File: src/ipv6c_pkg.sv
// Shared types and constants for the IPv6 address text compressor.
`timescale 1ns / 1ps

package ipv6c_pkg;

  localparam int NUM_GROUPS   = 8;
  localparam int GROUP_W      = 16;
  localparam int NIBS_PER_GRP = 4;
  localparam int ADDR_W       = NUM_GROUPS * GROUP_W;
  localparam int HALF_W       = ADDR_W / 2;
  localparam int GIDX_W       = $clog2(NUM_GROUPS);
  localparam int GCNT_W       = $clog2(NUM_GROUPS + 1);
  localparam int NIDX_W       = $clog2(NIBS_PER_GRP);
  localparam int CHAR_W       = 7;
  localparam int RUN_W        = 4;
  localparam int DEF_QUEUE_DEPTH = 2;

  localparam logic [RUN_W-1:0]  MIN_RUN_RESET = RUN_W'(1);
  localparam logic [CHAR_W-1:0] ASCII_COLON   = 7'h3a;

  // Classified address handed from front to back.
  typedef struct packed {
    logic [ADDR_W-1:0] addr;
    logic [GIDX_W-1:0] best_start;
    logic [GCNT_W-1:0] best_len;    // 0: nothing compressed
  } item_t;

  // Lowercase hex digit for one nibble.
  function automatic logic [CHAR_W-1:0] hex_char(input logic [3:0] nib);
    logic [CHAR_W-1:0] c;
    if (nib < 4'd10) c = 7'h30 + CHAR_W'(nib);
    else             c = 7'h57 + CHAR_W'(nib);
    return c;
  endfunction

endpackage

File: src/ipv6c_front.sv
// Front stage: takes an address and finds the zero run to compress.
`timescale 1ns / 1ps

module ipv6c_front
  import ipv6c_pkg::*;
(
  input  logic              clk,
  input  logic              rst_n,
  input  logic [RUN_W-1:0]  min_zero_run,
  input  logic              in_push,
  input  logic [HALF_W-1:0] in_addr_high,
  input  logic [HALF_W-1:0] in_addr_low,
  output logic              in_full,
  output logic              item_valid,
  output item_t             item,
  input  logic              q_full
);

  logic [ADDR_W-1:0]   addr;
  logic [NUM_GROUPS:0] zero_ext;   // top bit is a non-zero sentinel past group 7
  logic [GCNT_W-1:0]   run;
  logic [GCNT_W-1:0]   best_len;
  logic [GIDX_W-1:0]   best_start;

  logic  valid_r, valid_nxt;
  item_t item_r;
  logic  accept, move;

  assign addr = {in_addr_high, in_addr_low};

  always_comb begin
    zero_ext[NUM_GROUPS] = 1'b0;
    for (int i = 0; i < NUM_GROUPS; i++) begin
      zero_ext[i] = (addr[ADDR_W-1-i*GROUP_W -: GROUP_W] == '0);
    end
  end

  // Scan groups left to right; strict > keeps the first of equal runs.
  always_comb begin
    run        = '0;
    best_len   = '0;
    best_start = '0;
    for (int i = 0; i < NUM_GROUPS; i++) begin
      if (zero_ext[i]) run = run + GCNT_W'(1);
      else             run = '0;
      if (zero_ext[i] && !zero_ext[i+1] && (run > best_len) &&
          (RUN_W'(run) >= min_zero_run)) begin
        best_len   = run;
        best_start = GIDX_W'(i + 1 - int'(run));
      end
    end
  end

  assign move      = valid_r && !q_full;
  assign in_full   = valid_r && q_full;
  assign accept    = in_push && !in_full;
  assign valid_nxt = accept ? 1'b1 : (move ? 1'b0 : valid_r);

  always_ff @(posedge clk) begin
    if (!rst_n) begin
      valid_r <= 1'b0;
    end else begin
      valid_r <= valid_nxt;
    end
  end

  always_ff @(posedge clk) begin
    if (accept) begin
      item_r.addr       <= addr;
      item_r.best_start <= best_start;
      item_r.best_len   <= best_len;
    end
  end

  assign item_valid = valid_r;
  assign item       = item_r;

endmodule

File: src/ipv6c_queue.sv
// Short queue of classified addresses between front and back.
`timescale 1ns / 1ps

module ipv6c_queue
  import ipv6c_pkg::*;
#(
  parameter int DEPTH = DEF_QUEUE_DEPTH
) (
  input  logic  clk,
  input  logic  rst_n,
  input  logic  push,
  input  item_t push_item,
  output logic  full,
  input  logic  pop,
  output logic  empty,
  output item_t head
);

  localparam int PTR_W = (DEPTH > 1) ? $clog2(DEPTH) : 1;
  localparam int CNT_W = $clog2(DEPTH + 1);

  item_t             entries [DEPTH];
  logic [PTR_W-1:0]  wr_ptr_r, wr_ptr_nxt;
  logic [PTR_W-1:0]  rd_ptr_r, rd_ptr_nxt;
  logic [CNT_W-1:0]  count_r, count_nxt;
  logic              do_push, do_pop;

  assign full    = (count_r == CNT_W'(DEPTH));
  assign empty   = (count_r == '0);
  assign do_push = push && !full;
  assign do_pop  = pop && !empty;
  assign head    = entries[rd_ptr_r];

  always_comb begin
    wr_ptr_nxt = wr_ptr_r;
    rd_ptr_nxt = rd_ptr_r;
    count_nxt  = count_r;
    if (do_push) begin
      wr_ptr_nxt = (wr_ptr_r == PTR_W'(DEPTH - 1)) ? '0 : wr_ptr_r + PTR_W'(1);
    end
    if (do_pop) begin
      rd_ptr_nxt = (rd_ptr_r == PTR_W'(DEPTH - 1)) ? '0 : rd_ptr_r + PTR_W'(1);
    end
    if (do_push && !do_pop)      count_nxt = count_r + CNT_W'(1);
    else if (do_pop && !do_push) count_nxt = count_r - CNT_W'(1);
  end

  always_ff @(posedge clk) begin
    if (!rst_n) begin
      wr_ptr_r <= '0;
      rd_ptr_r <= '0;
      count_r  <= '0;
    end else begin
      wr_ptr_r <= wr_ptr_nxt;
      rd_ptr_r <= rd_ptr_nxt;
      count_r  <= count_nxt;
    end
  end

  always_ff @(posedge clk) begin
    if (do_push) entries[wr_ptr_r] <= push_item;
  end

endmodule

File: src/ipv6c_back.sv
// Back stage: walks one classified address and emits its text a character per cycle while out_pop takes each one.
`timescale 1ns / 1ps

module ipv6c_back
  import ipv6c_pkg::*;
(
  input  logic              clk,
  input  logic              rst_n,
  input  logic              q_empty,
  input  item_t             q_head,
  output logic              q_pop,
  output logic              out_empty,
  input  logic              out_pop,
  output logic [CHAR_W-1:0] out_text_char,
  output logic              out_last_char
);

  typedef enum logic [2:0] {
    S_IDLE,
    S_GROUP,
    S_COLON,
    S_DC1,
    S_DC2
  } state_t;

  function automatic logic [GROUP_W-1:0] grp_of(input logic [ADDR_W-1:0] a,
                                                input logic [GIDX_W-1:0] g);
    logic [GROUP_W-1:0] v;
    v = a[(NUM_GROUPS - 1 - int'(g)) * GROUP_W +: GROUP_W];
    return v;
  endfunction

  // Highest non-zero nibble, or 0 for an all-zero group.
  function automatic logic [NIDX_W-1:0] first_nib(input logic [GROUP_W-1:0] v);
    logic [NIDX_W-1:0] k;
    k = '0;
    for (int i = 1; i < NIBS_PER_GRP; i++) begin
      if (v[i*4 +: 4] != 4'd0) k = NIDX_W'(i);
    end
    return k;
  endfunction

  state_t            state_r, state_nxt;
  logic [GIDX_W-1:0] g_r, g_nxt;
  logic [NIDX_W-1:0] k_r, k_nxt;
  item_t             cur_r, cur_nxt;
  logic              out_valid_r, out_valid_nxt;
  logic [CHAR_W-1:0] char_r, char_nxt;
  logic              last_r, last_nxt;

  logic              advance, finish, compress;
  logic [GROUP_W-1:0] cur_grp;
  logic [GCNT_W-1:0] g_inc, run_end;
  logic [3:0]        cur_nib;

  assign compress = (cur_r.best_len != '0);
  assign cur_grp  = grp_of(cur_r.addr, g_r);
  assign cur_nib  = cur_grp[int'(k_r)*4 +: 4];
  assign g_inc    = GCNT_W'(g_r) + GCNT_W'(1);
  assign run_end  = GCNT_W'(cur_r.best_start) + cur_r.best_len;
  assign advance  = (state_r != S_IDLE) && (!out_valid_r || out_pop);

  always_comb begin
    state_nxt = state_r;
    g_nxt     = g_r;
    k_nxt     = k_r;
    cur_nxt   = cur_r;
    char_nxt  = char_r;
    last_nxt  = last_r;
    finish    = 1'b0;
    q_pop     = 1'b0;

    if (advance) begin
      last_nxt = 1'b0;
      unique case (state_r)
        S_GROUP: begin
          char_nxt = hex_char(cur_nib);
          if (k_r != '0) begin
            k_nxt = k_r - NIDX_W'(1);
          end else if (compress && (g_inc == GCNT_W'(cur_r.best_start))) begin
            state_nxt = S_DC1;
          end else if (g_inc == GCNT_W'(NUM_GROUPS)) begin
            last_nxt = 1'b1;
            finish   = 1'b1;
          end else begin
            state_nxt = S_COLON;
            g_nxt     = GIDX_W'(g_inc);
          end
        end
        S_COLON: begin
          char_nxt  = ASCII_COLON;
          state_nxt = S_GROUP;
          k_nxt     = first_nib(cur_grp);
        end
        S_DC1: begin
          char_nxt  = ASCII_COLON;
          state_nxt = S_DC2;
        end
        S_DC2: begin
          char_nxt = ASCII_COLON;
          if (run_end == GCNT_W'(NUM_GROUPS)) begin
            last_nxt = 1'b1;
            finish   = 1'b1;
          end else begin
            state_nxt = S_GROUP;
            g_nxt     = GIDX_W'(run_end);
            k_nxt     = first_nib(grp_of(cur_r.addr, GIDX_W'(run_end)));
          end
        end
        default: ;
      endcase
    end

    // Load the next address when idle or right behind the last character.
    if ((state_r == S_IDLE) || finish) begin
      if (!q_empty) begin
        q_pop   = 1'b1;
        cur_nxt = q_head;
        g_nxt   = '0;
        k_nxt   = first_nib(grp_of(q_head.addr, '0));
        if ((q_head.best_len != '0) && (q_head.best_start == '0)) state_nxt = S_DC1;
        else                                                      state_nxt = S_GROUP;
      end else begin
        state_nxt = S_IDLE;
      end
    end

    out_valid_nxt = advance ? 1'b1 : (out_pop ? 1'b0 : out_valid_r);
  end

  always_ff @(posedge clk) begin
    if (!rst_n) begin
      state_r     <= S_IDLE;
      out_valid_r <= 1'b0;
    end else begin
      state_r     <= state_nxt;
      out_valid_r <= out_valid_nxt;
    end
    g_r    <= g_nxt;
    k_r    <= k_nxt;
    cur_r  <= cur_nxt;
    char_r <= char_nxt;
    last_r <= last_nxt;
  end

  assign out_empty     = !out_valid_r;
  assign out_text_char = char_r;
  assign out_last_char = last_r;

endmodule

File: src/ipv6_address_text_compressor_core.sv
// Top level of the IPv6 address text compressor.
`timescale 1ns / 1ps
//
// Turns a 128-bit IPv6 address into its compressed text form, one ASCII
// character per output transaction, last_char set on the final one.
// Input queue side: drive in_addr_high/in_addr_low with in_push while in_full
// is low. Output queue side: out_text_char/out_last_char are valid while
// out_empty is low; assert out_pop to take a character.
// cfg channel: cfg_data is min_zero_run, written when cfg_valid is high
// (cfg_ready is always high). Write it only while the block is idle.
// The first character passes the front register, the queue, the back-end
// address register and the back output register. Throughput: one character
// per cycle while out_pop takes each one; an address gives 2 to 39 characters,
// set by the back-end character sequencer. The front classifies each address
// combinationally into its register and addresses are buffered in a short
// queue, so a queued address starts right behind the previous last character.
// Reset (rst_n low, synchronous): all queues empty, min_zero_run back to 1.
// When out_pop stays low the current character holds, the sequencer stops,
// and the queue then the front fill up until in_full rises.

module ipv6_address_text_compressor_core
  import ipv6c_pkg::*;
#(
  parameter int QUEUE_DEPTH = DEF_QUEUE_DEPTH
) (
  input  logic              clk,
  input  logic              rst_n,
  input  logic              in_push,
  input  logic [HALF_W-1:0] in_addr_high,
  input  logic [HALF_W-1:0] in_addr_low,
  output logic              in_full,
  output logic              out_empty,
  input  logic              out_pop,
  output logic [CHAR_W-1:0] out_text_char,
  output logic              out_last_char,
  input  logic              cfg_valid,
  output logic              cfg_ready,
  input  logic [RUN_W-1:0]  cfg_data
);

  logic [RUN_W-1:0] min_zero_run_r;

  logic  front_valid;
  item_t front_item;
  logic  q_full, q_empty, q_pop;
  item_t q_head;

  // Config register; always ready.
  assign cfg_ready = 1'b1;

  always_ff @(posedge clk) begin
    if (!rst_n) begin
      min_zero_run_r <= MIN_RUN_RESET;
    end else if (cfg_valid && cfg_ready) begin
      min_zero_run_r <= cfg_data;
    end
  end

  ipv6c_front u_front (
    .clk          (clk),
    .rst_n        (rst_n),
    .min_zero_run (min_zero_run_r),
    .in_push      (in_push),
    .in_addr_high (in_addr_high),
    .in_addr_low  (in_addr_low),
    .in_full      (in_full),
    .item_valid   (front_valid),
    .item         (front_item),
    .q_full       (q_full)
  );

  ipv6c_queue #(
    .DEPTH (QUEUE_DEPTH)
  ) u_queue (
    .clk       (clk),
    .rst_n     (rst_n),
    .push      (front_valid),
    .push_item (front_item),
    .full      (q_full),
    .pop       (q_pop),
    .empty     (q_empty),
    .head      (q_head)
  );

  ipv6c_back u_back (
    .clk           (clk),
    .rst_n         (rst_n),
    .q_empty       (q_empty),
    .q_head        (q_head),
    .q_pop         (q_pop),
    .out_empty     (out_empty),
    .out_pop       (out_pop),
    .out_text_char (out_text_char),
    .out_last_char (out_last_char)
  );

endmodule
File: config.mk
export PLATFORM = sky130hd
export DESIGN_NAME = ipv6_address_text_compressor_core
export DESIGN_NICKNAME = d
export VERILOG_FILES = /design/src/ipv6c_pkg.sv /design/src/ipv6c_front.sv /design/src/ipv6c_queue.sv /design/src/ipv6c_back.sv /design/src/ipv6_address_text_compressor_core.sv
export SDC_FILE = /design/constraint.sdc
export NUM_CORES = 1
export LEC_CHECK = 0
export ABC_AREA = 1
export BUFFER_PORTS_ARGS = -buffer_cell sky130_fd_sc_hd__buf_2
export CELL_PAD_IN_SITES_DETAIL_PLACEMENT = 0
export CELL_PAD_IN_SITES_GLOBAL_PLACEMENT = 1
export CORE_MARGIN = 3
export CORE_UTILIZATION = 50
export DETAILED_ROUTE_END_ITERATION = 8
export MAX_ROUTING_LAYER = met4
export PLACE_DENSITY_LB_ADDON = 0.05
export REMOVE_ABC_BUFFERS = 1
export SLEW_MARGIN = 20
export SYNTH_ARGS = -nofsm -noshare
export SYNTH_HDL_FRONTEND = slang
export SYNTH_HIERARCHICAL = 1
export SYNTH_SLANG_ARGS = --single-unit
File: constraint.sdc
create_clock -name clk -period 15.4 [get_ports clk]
set_input_delay 3.85 -clock clk [delete_from_list [all_inputs] [get_ports clk]]
set_output_delay 3.85 -clock clk [all_outputs]
set_load 0.05 [all_outputs]
# Word-level counts from Yosys, hierarchy flattened
# Memory sizes are Yosys's and may differ from the RTL's. A register that Yosys moved wholly into a read port is not among the register bits.
# Index checks and enable logic that the tools add are counted.
[totals] register_bits=296 ram_bits=270 input_bits=137 elab_cells=235 n_memories=1
[mem_list] memory="u_queue.entries" depth=2 word_bits=135 read_ports=1 rd_ports_with_merged_regs=1 wr=1 line_no="ipv6c_queue.sv:22" text="item_t entries [DEPTH];"
[classes] n_addsub=26 order_cmp=17 eq_ne=11 shift=3 mux=78 n_bitwise=1 reduce_logical=81
[op_table] op="$shiftx 128x32->16" n=2
[op_table] op="$logic_not 16->1" n=8
[op_table] op="$mux 3" n=21
[op_table] op="$mux 4" n=14
[op_table] op="$reduce_bool 4->1" n=11
[op_table] op="$logic_and 1x1->1" n=32
[op_table] op="$mux 2" n=16
[op_table] op="$ge 4x4->1" n=6
[op_table] op="$gt 4x4->1" n=6
[op_table] op="$mux 1" n=21
[op_table] op="$add 4x1->4 const B" n=5
[op_table] op="$shiftx 16x5->4" n=1
[op_table] op="$pmux 7 s2" n=1
[op_table] op="$logic_not 1->1" n=13
[op_table] op="$pmux 3 s4" n=1
[op_table] op="$reduce_bool 2->1" n=6
[op_table] op="$sub 3x3->3 const A" n=4
[op_table] op="$eq 4x4->1 const B" n=2
[op_table] op="$sub 3x3->4 const A" n=2
[op_table] op="$add 6x4->7 const A" n=1
[op_table] op="$add 7x4->7 const A" n=1
[op_table] op="$mux 7" n=1
[op_table] op="$eq 3x2->1 const B" n=2
[op_table] op="$logic_not 3->1" n=2
[op_table] op="other kinds (32)" n=38

# Longest topological paths before layout
# Gate-level depths: netlist (run 1).
[depth] depth_word=34 mapped_depth=70 mapped_depth_nobuf=70

# Modules after synthesis
# The synthesis (run 1) kept the hierarchy.
[by_module_without_submodules] mod="ipv6c_queue" n_inst=1 cells_each=458 area_per_inst_um2=10176.0
[by_module_without_submodules] mod="ipv6c_back" n_inst=1 cells_each=760 area_per_inst_um2=7328.3
[by_module_without_submodules] mod="ipv6c_front" n_inst=1 cells_each=609 area_per_inst_um2=6807.8
[by_module_without_submodules] mod="ipv6_address_text_compressor_core" n_inst=1 cells_each=26 area_per_inst_um2=182.7

# Least setup slack after synthesis (run 1)
# No wires, ideal clock.
[synth_timing] path_type="input port to flip-flop" startpoint="input port in_addr_high[59]" endpoint="register u_front.item_r, in the netlist u_front/item[6], data pin" setup_time_ns=0.253 arrival_time_ns=11.708 required_time_ns=15.147 slack_ns=3.439 path_stages=68 path_buffers=0 path_cell_list="nor2_1 > nand2_1 > nor2_1 > nand2_2 > ha_1 > inv_1 > a21oi_1 > nand3_1 > inv_1 > ha_1 > o22ai_2 > nand3_1 > ha_1 > inv_1 > nor2_1 > o221ai_1 > nand2_1 > nand2_1 > [... 32 more ...] > inv_1 > nor2_1 > o21ai_0 > a32oi_1 > nand3_1 > a31oi_1 > inv_2 > nand2_1 > nand2_1 > ha_1 > a21oi_1 > o211ai_1 > nand3_1 > a31oi_2 > nor2_1 > nand3_1 > o21ai_1 > inv_1"
[synth_between] elab_chain_cells=34
[synth_lines] item="start: declaration" line_no="ipv6_address_text_compressor_core.sv:29" text="input logic [HALF_W-1:0] in_addr_high,"
[synth_lines] item="$logic_not 16->1 *" line_no="ipv6c_front.sv:34" text="zero_ext[i] = (addr[ADDR_W-1-i*GROUP_W -: GROUP_W] == '0);"
[synth_lines] item="parallel branches: the longest is 32 deep, another holds $ge 1x4->1"
[synth_lines] item="$mux 3 *" line_no="ipv6c_front.sv:46" text="if (zero_ext[i] && !zero_ext[i+1] && (run > best_len) &&"
[synth_lines] item="net u_front.best_start[2]" line_no="ipv6c_front.sv:23" text="logic [GIDX_W-1:0] best_start;"
[synth_lines] item="end: declaration" line_no="ipv6c_front.sv:26" text="item_t item_r;"
# Mark *: on every way through the listed nets, which the timed path passes.
# A chain may end at the register's enable or synchronous reset.

# Final worst setup path (run 1)
[layout_timing] startpoint="input port in_addr_high[40]" endpoint="register u_front.item_r, in the netlist u_front/item[6], data pin"
[layout_between] elab_chain_cells=34
[layout_lines] item="$logic_not 16->1 *" line_no="ipv6c_front.sv:34"
[layout_lines] item="$logic_not 1->1" line_no="ipv6c_front.sv:46"
[layout_lines] item="$logic_and 1x1->1 (3 in series)" line_no="ipv6c_front.sv:46"
[layout_lines] item="$mux 4" line_no="ipv6c_front.sv:46"
[layout_lines] item="$gt 2x4->1" line_no="ipv6c_front.sv:46"
[layout_lines] item="$logic_and 1x1->1 (2 in series)" line_no="ipv6c_front.sv:46"
[layout_lines] item="$mux 4" line_no="ipv6c_front.sv:46"
[layout_lines] item="$gt 4x4->1" line_no="ipv6c_front.sv:46"
[layout_lines] item="[... 14 more ...]"
[layout_lines] item="$mux 4" line_no="ipv6c_front.sv:46"
[layout_lines] item="$gt 4x4->1" line_no="ipv6c_front.sv:46"
[layout_lines] item="$logic_and 1x1->1 (2 in series)" line_no="ipv6c_front.sv:46"
[layout_lines] item="$mux 4" line_no="ipv6c_front.sv:46"
[layout_lines] item="$gt 4x4->1" line_no="ipv6c_front.sv:46"
[layout_lines] item="$logic_and 1x1->1 (2 in series)" line_no="ipv6c_front.sv:46"
[layout_lines] item="$mux 3 *" line_no="ipv6c_front.sv:46"
[layout_lines] item="net u_front.best_start[2]" line_no="ipv6c_front.sv:23"
# The timed path passes the listed nets; every way through them passes the cells marked *.

==> metrics.sh, run 1 <==
CRITPATHMAXFANOUT=10
STATUS='finished, final reports clean'
NUMBER_OF_BUFFERS_ADDED_FOR_SETUP_AFTER_CTS=0
START_UTIL=0.510
FINALPOWER_W=0.00459
RELSLEWSLACK=0.327
POWER.CLOCK.FRACTION=0.290
FILL_CELLS=3983
DR.FIRST_ITER.DRC_COUNT=816
REPORT.FINAL.SLEW_VIOL_COUNT=0
FRACTION_OF_SYNTHESIZED_CELL_AREA_TAKEN_BY_THE_TOP_AREA_CELL_TYPE=0.672
DPL_CELL_AREA_UM2=25800
TIMING.SETUP.CRITICAL_PATH_CLASS='input pin to register'
CPPEAKSTAGEDELAY_NS=0.50
FINAL_ANTENNA_NET_COUNT=0
TRITONCTS_NUM_SINKS=567
MAX-VDD-IR-DROP_mV=0.112
PATH_CLK_SLEW_NS=0.07
START_KIND='input pin'
WORSTPATHBUFFERINVERTERCOUNT=11
SYNTH_TOP_CELL_BY_AREA='edfxtp_1'
CRITICAL_PATH.SLOWEST_CELL='nor2_1'
DETAILEDROUTE.FIRSTPASSITERATIONCOUNT=4
YOSYSMOSTFREQUENTCELL='edfxtp_1'
SWITCHING_SHARE=0.307
POST-DP-HPWL_MM=38.2
YS_TOP_CELLS_BY_AREA='edfxtp_1 (67%), nand2_1 (4.7%), mux2_2 (3.9%)'
FINALCLOCKSKEW_NS=0.0249
SYNTH-EDFF-COUNT=548
DETAILROUTE.VIA_COUNT=14100
CORE_AREA_UM2=48000
DRT_DRC_VIOLATIONS_LEFT=0
TOTAL_POWER_PER_UNIT_CELL_AREA_nW_PER_UM2=166
YOSYS_MOST_USED_DFF='edfxtp_1'
CTSHTREEMAXLEVEL=2
SYNTHESIS.INSTANCES=1853
FMAX_MHz=75.8
LAYOUT-DRIVE-GT1-SHARE=0.227
FIRST_GLOBAL_VIAS=14000
INSERTION_DELAY_OF_THE_LATER_CLOCKED_PIN_IN_THE_WORST_SKEW_PAIR_NS=0.62
AREA_GROWTH_SYN_TO_LAYOUT_PCT=12.9
GLOBALROUTEOVERFLOWTOTAL=0
ROUTABILITYCONGESTION=0.886
NUM-NETS-FINAL=2227
TNS_NS=0
ANTENNA_FOUND_INITIAL=0
WORSTPATHARRIVAL_NS=13.56
FINAL_DESIGN_AREA_NO_FILL_UM2=27600
GRT_START_MAX_NET_PINS=74
DIE_Y_UM=227
CHIPWIDTH_UM=227
CRITICAL_PATH.MOST_COMMON_CELL='nand2_1'
CRIT_REQUIRED_NS=15.76
TIGHTESTPINTRANSITION_NS=1.00
ASYNCSETRESETFLOPFRACSYNTH=0
ANTENNA-DIODE-COUNT=0
SEQ_POWER_SHARE=0.479
FINAL_HOLD_VIOL_COUNT=0
MIN_PATH_TYPE='register to register'
YOSYS.CELL_TYPES.COUNT=61
SEQ_AREA_FRAC_SYNTH=0.687
OVERALL_DIE_AREA_UM2=51700
NUMBER_OF_INSTANCES_RESIZED_DURING_POST_CTS_REPAIR=0
SYNTH-WARNING-COUNT=6
TOTAL_SWITCHING_POWER_W=0.00141
NETLIST_TOP_CELLS_COUNT='edfxtp_1 (548), nand2_1 (307), nor2_1 (239), inv_1 (142), nand3_1 (97)'
PWR-SHARE-COMB=0.231
CRIT_FAMILY='simple AND/OR/NAND/NOR gates'
SETUP_VIOL_COUNT_FINAL=0
GRT_SETUP_UNREPAIRED='no'
YOSYS_REGISTER_BITS=567
MIN_PERIOD_NS=13.20
GRT_FIRST_PASS_WIRELENGTH_MM=81.4
P_INT_W=0.00318
NETLIST_AREA_UM2=24500
TRITONCTS.NUM_BUFFERS=56
FLOORPLAN.IO_PINS=148
PLACEMENT_ROWS=80
CLK_PATH_BUF_DEPTH=3
CTSHOLDBUFFERS=0
CTS_TREE='yes'
ENDPOINT_KIND='register'
SYN_AVG_CELL_AREA_UM2=13.2
GR-USAGE-ALL-LAYERS=0.219
MAXCAPVIOLATIONS=0
WL_PER_CELL_UM=20.2
VIASPERCELL=5.22
FINALCRITPERIODSHARE=0.857
FIN_HOLD_WS_NS=0.439
DRT-TOTAL-WL_MM=54.4
PORT_BUFS=146
CLOCKROOTBUFFER='clkbuf_16'
CELLLEAKAGEPOWER_nW=10.6
[layer usage]
metal  global-route usage  wire [µm]
met4               0.0575       1190
met5                    -          0
met3               0.0346       2780
met2                0.358      26300
met1                0.289      24100
[stage by stage]
| stage | util | worst slack (ns) | instances |
|---|---|---|---|
| 2_1_floorplan | - | 3.44 | 1810 |
| 3_5_place_dp | 0.538 | 1.56 | 2589 |
| 3_3_place_gp | 0.537 | 1.80 | 2588 |
| 5_1_grt | 0.575 | 1.06 | 2693 |
| 6_report | 0.575 | 2.20 | 2693 |
| 4_1_cts | 0.575 | 2.18 | 2693 |
[flip-flops by register name, indices dropped and copies added, names as in the netlist, named ones only]
| name | flops |
|---|---|
| u_back/cur_r | 135 |
| u_back/k_r | 2 |
| u_back/out_last_char | 1 |
| u_back/out_valid_r | 1 |
| u_back/g_r | 3 |
| u_front/item | 135 |
| u_back/state_r | 3 |
| u_queue/rd_ptr_r | 1 |
| u_front/item_valid | 1 |
| u_queue/entries | 270 |
| u_queue/count_r | 2 |
| u_back/out_text_char | 7 |
| u_queue/wr_ptr_r | 1 |
| min_zero_run_r | 4 |
[worst paths after layout]
path,startpoint,end,slack (ns),depth (start not counted)
max,in_addr_high[40],u_front/item[6]$_DFFE_PP_,2.20,66
min,u_front/item[0]$_DFFE_PP_,u_queue/entries[1][0]$_DFFE_PP_,0.44,0
max reg2reg,min_zero_run_r[0]$_SDFFE_PN1P_,u_front/item[6]$_DFFE_PP_,5.64,63
min reg2reg,u_front/item[0]$_DFFE_PP_,u_queue/entries[1][0]$_DFFE_PP_,0.44,0
[placed cells by master (no fill, tap or decap), types with 5 or more instances in the layout]
cell         n
dfxtp_1     17
nand2_1    307
nor2_2      12
nand4_1     16
nor2_1     236
nand3_2      8
mux2_4      50
nor4_1       7
o211ai_1    13
o21ai_0     44
mux2_2      85
buf_2      146
nor2_4      12
a21oi_1     40
inv_1      142
buf_4       17
nand3_1     97
clkinv_1    15
inv_2       13
o21ai_1     27
edfxtp_1   548
a31oi_1      5
clkinv_2    13
clkbuf_1    12
clkbuf_16   56
ha_1        57
bufinv_16    5
nand2_2     14
[logic make-up (layout without fill, tap and decap cells)]
logic type	Yosys count	after routing	synth area share
AND/OR/NAND/NOR	731	731	0.135
flip-flops	567	567	0.687
multiplexers	136	136	0.0703
other	2	2	0.000307
XOR/XNOR	6	6	0.00245
buffers and inverters	203	428	0.0385
AO/OA/AOI/OAI	150	150	0.0360
adder cells (fa/ha/maj)	58	58	0.0299
[power by group through the flow]
stage,logic [W],clock network [W],registers (W)
2_1_floorplan,0.000695,0,0.00228
3_3_place_gp,0.00105,0,0.00223
3_5_place_dp,0.00106,0,0.00223
4_1_cts,0.00107,0.00137,0.00220
5_1_grt,0.00116,0.00144,0.00223
6_report,0.00106,0.00133,0.00220
[layout make-up]
| type | instances | area, µm² | share of cell area |
|---|---|---|---|
| well taps | 615 | 769 | 0.0278 |
| clock buffers | 68 | 1450 | 0.0523 |
| clock inverters | 36 | 353 | 0.0128 |
| inverters | 160 | 609 | 0.0220 |
| flip-flops and latches | 567 | 16800 | 0.609 |
| repair buffers | 164 | 886 | 0.0320 |
| multi-input cells | 1083 | 6740 | 0.244 |
No activity file was read; power rests on OpenSTA's default activity.
==> run 2, diff against run 1 <==
Settings changed: CELL_PAD_IN_SITES_DETAIL_PLACEMENT 0 to not set, CELL_PAD_IN_SITES_GLOBAL_PLACEMENT 1 to not set, CORE_UTILIZATION 50 to 55.
Clock period 15.4 ns to 11.9 ns, I/O delays scaled along.
==> metrics.sh, run 2 (synthesized netlist as in run 1, its figures left out) <==
ROUTABILITYCONGESTION=0.913
LARGEST_REGISTER_FF_COUNT=270
FILL_CELLS=3360
TIGHTESTPINTRANSITION_NS=1.04
P_INT_W=0.00406
AREA_GROWTH_SYN_TO_LAYOUT_PCT=13.4
DETAILROUTE.VIA_COUNT=14400
CTSHOLDBUFFERS=0
PWR-SHARE-COMB=0.229
TOTAL_POWER_PER_UNIT_CELL_AREA_nW_PER_UM2=210
CTSHTREEMAXLEVEL=2
TIMING.SETUP.CRITICAL_PATH_CLASS='input pin to register'
SWITCHING_SHARE=0.305
CORE_AREA_UM2=43600
FINAL_CRITICAL_PATH_SETUP_SLACK_NS=0.684
TOTAL_SWITCHING_POWER_W=0.00178
GLOBALROUTEOVERFLOWTOTAL=0
FINALCLOCKSKEW_NS=0.0154
CHIPWIDTH_UM=217
FINAL_HOLD_VIOL_COUNT=0
CRIT_REQUIRED_NS=12.26
OVERALL_DIE_AREA_UM2=47100
FINALCRITPERIODSHARE=0.943
STATUS='finished, final reports clean'
CP_NUM_CELLS=67
R2R_CELLS=61
START_KIND='input pin'
CRITPATHMAXFANOUT=8
CTS_TREE='yes'
NUM-NETS-FINAL=2255
CPPEAKSTAGEDELAY_NS=0.31
CRITICAL_PATH.SLOWEST_CELL='ha_1'
SETUP_VIOL_COUNT_FINAL=0
FINAL_CORE_UTIL=0.638
MIN_PATH_TYPE='register to register'
INSERTION_DELAY_OF_THE_LATER_CLOCKED_PIN_IN_THE_WORST_SKEW_PAIR_NS=0.61
LAYOUT_COMMONEST_CELL='edfxtp_1'
FINAL_ANTENNA_NET_COUNT=0
WORSTSETUPSTARTPOINT='in_addr_high[59]'
CRITICAL_PATH.MOST_COMMON_CELL='nand2_1'
FIN_HOLD_WS_NS=0.435
DRT-TOTAL-WL_MM=52.8
MAX-VDD-IR-DROP_mV=0.173
FIRST_GLOBAL_VIAS=14300
REPORT.FINAL.SLEW_VIOL_COUNT=0
LAYOUT-DRIVE-GT1-SHARE=0.239
MIN_PERIOD_NS=11.22
GRT_START_MAX_NET_PINS=77
WORSTPATHBUFFERINVERTERCOUNT=14
CRIT_END='u_front/item[1]$_DFFE_PP_'
PATH_CLK_SLEW_NS=0.06
GR-USAGE-ALL-LAYERS=0.233
LAYOUT.CELLS.MOST_COMMON_LIST='edfxtp_1 (548), nand2_1 (307), nor2_1 (233)'
ENDPOINT_KIND='register'
WL_PER_CELL_UM=19.6
GRT_FIRST_PASS_WIRELENGTH_MM=81.2
DIE_Y_UM=217
WORSTPATHARRIVAL_NS=11.58
MAXCAPVIOLATIONS=0
TRITONCTS_NUM_SINKS=567
DR.FIRST_ITER.DRC_COUNT=1068
SEQ_POWER_SHARE=0.489
DRT_DRC_VIOLATIONS_LEFT=0
CRIT_FAMILY='simple AND/OR/NAND/NOR gates'
PORT_BUFS=146
RELSLEWSLACK=0.304
VIASPERCELL=5.35
R2R-START='min_zero_run_r[0]$_SDFFE_PN1P_'
POWER.CLOCK.FRACTION=0.281
CLOCKROOTBUFFER='clkbuf_16'
CRITICAL_PATH.REG2REG.ENDPOINT='u_front/item[1]$_DFFE_PP_'
DETAILEDROUTE.FIRSTPASSITERATIONCOUNT=6
PLACEMENT_ROWS=76
REG2REG_SETUP_SLACK_NS=3.00
TRITONCTS.NUM_BUFFERS=56
START_UTIL=0.562
POST-DP-HPWL_MM=36.7
CELLLEAKAGEPOWER_nW=10.7
CLK_PATH_BUF_DEPTH=3
REGISTERS.TOP_BY_FF_COUNT='u_queue/entries'
ANTENNA-DIODE-COUNT=0
POST_PLACE_WORST_SLACK_NS=-0.202
ANTENNA_FOUND_INITIAL=0
FLOORPLAN.IO_PINS=148
FMAX_MHz=89.2
[run 2: changes by cell type in the layout (fill, tap and decap cells not counted), sizes merged]
cell,previous run,this run
bufinv,5,2
buf,164,192
clkinv,29,12
clkinvlp,0,1
clkbuf,68,86
inv,162,161
[run 2: area by class of cell]
class	instances	area, µm²	share of cell area
Inverter	160	612	0.0220
Clock inverter	16	169	0.00608
Clock buffer	86	1530	0.0552
Tap cell	585	732	0.0264
Multi-Input combinational cell	1083	6810	0.245
Timing Repair Buffer	192	1080	0.0387
Sequential cell	567	16800	0.606
[run 2: worst reg2reg max path, delay by kind of cell (launching register included)]
kind                       cells  cell delay (ns)
and+or+nand+nor               25             2.37
adders and majority gates      8             2.33
AOI/OAI and AO/OA             15             2.24
buffers and inverters         12             0.76
DFF                            1             0.69
muxes                          1             0.25
[run 2: worst min-delay path by stage]
stage / slack, ns / to / startpoint / cells after the start
after CTS: 0.44 / u_queue/entries[0][101]$_DFFE_PP_ / u_front/item[101]$_DFFE_PP_ / 0
after global placement: 0.42 / u_queue/entries[0][51]$_DFFE_PP_ / u_front/item[51]$_DFFE_PP_ / 0
after global routing: 0.45 / u_queue/entries[0][91]$_DFFE_PP_ / u_front/item[91]$_DFFE_PP_ / 0
final: 0.44 / u_queue/entries[1][3]$_DFFE_PP_ / u_front/item[3]$_DFFE_PP_ / 0
after floorplan: 0.42 / u_queue/entries[0][0]$_DFFE_PP_ / u_front/item[0]$_DFFE_PP_ / 0
after detailed placement: 0.43 / u_queue/entries[0][24]$_DFFE_PP_ / u_front/item[24]$_DFFE_PP_ / 0
[run 2: stage by stage]
step	setup TNS, ns	total power (W)	area (µm²)	cells
floorplan	0	0.00384	24200	1810
global placement	0	0.00422	26000	2584
detailed placement	-1.14	0.00424	26000	2584
CTS	0	0.00589	27700	2686
global route	-0.0241	0.00614	27800	2689
finish	0	0.00583	27800	2689
[run 2: metal layers]
metal,global-route usage,part of all wire
met3,0.0253,0.042
met1,0.305,0.43
met4,0.0824,0.034
met5,-,0
met2,0.385,0.49
[run 2: power groups by stage]
stage	sequential (W)	clock (W)	combinational, W
after floorplan	0.00294	0	0.000899
after global placement	0.00289	0	0.00133
after detailed placement	0.00289	0	0.00134
after CTS	0.00286	0.00168	0.00135
after global routing	0.00290	0.00176	0.00148
final	0.00286	0.00164	0.00134
[run 2: what timing repair did]
action                     CTS  global route
buffers inserted             0             3
gates resized for setup      0            16
setup endpoints to repair    0             7
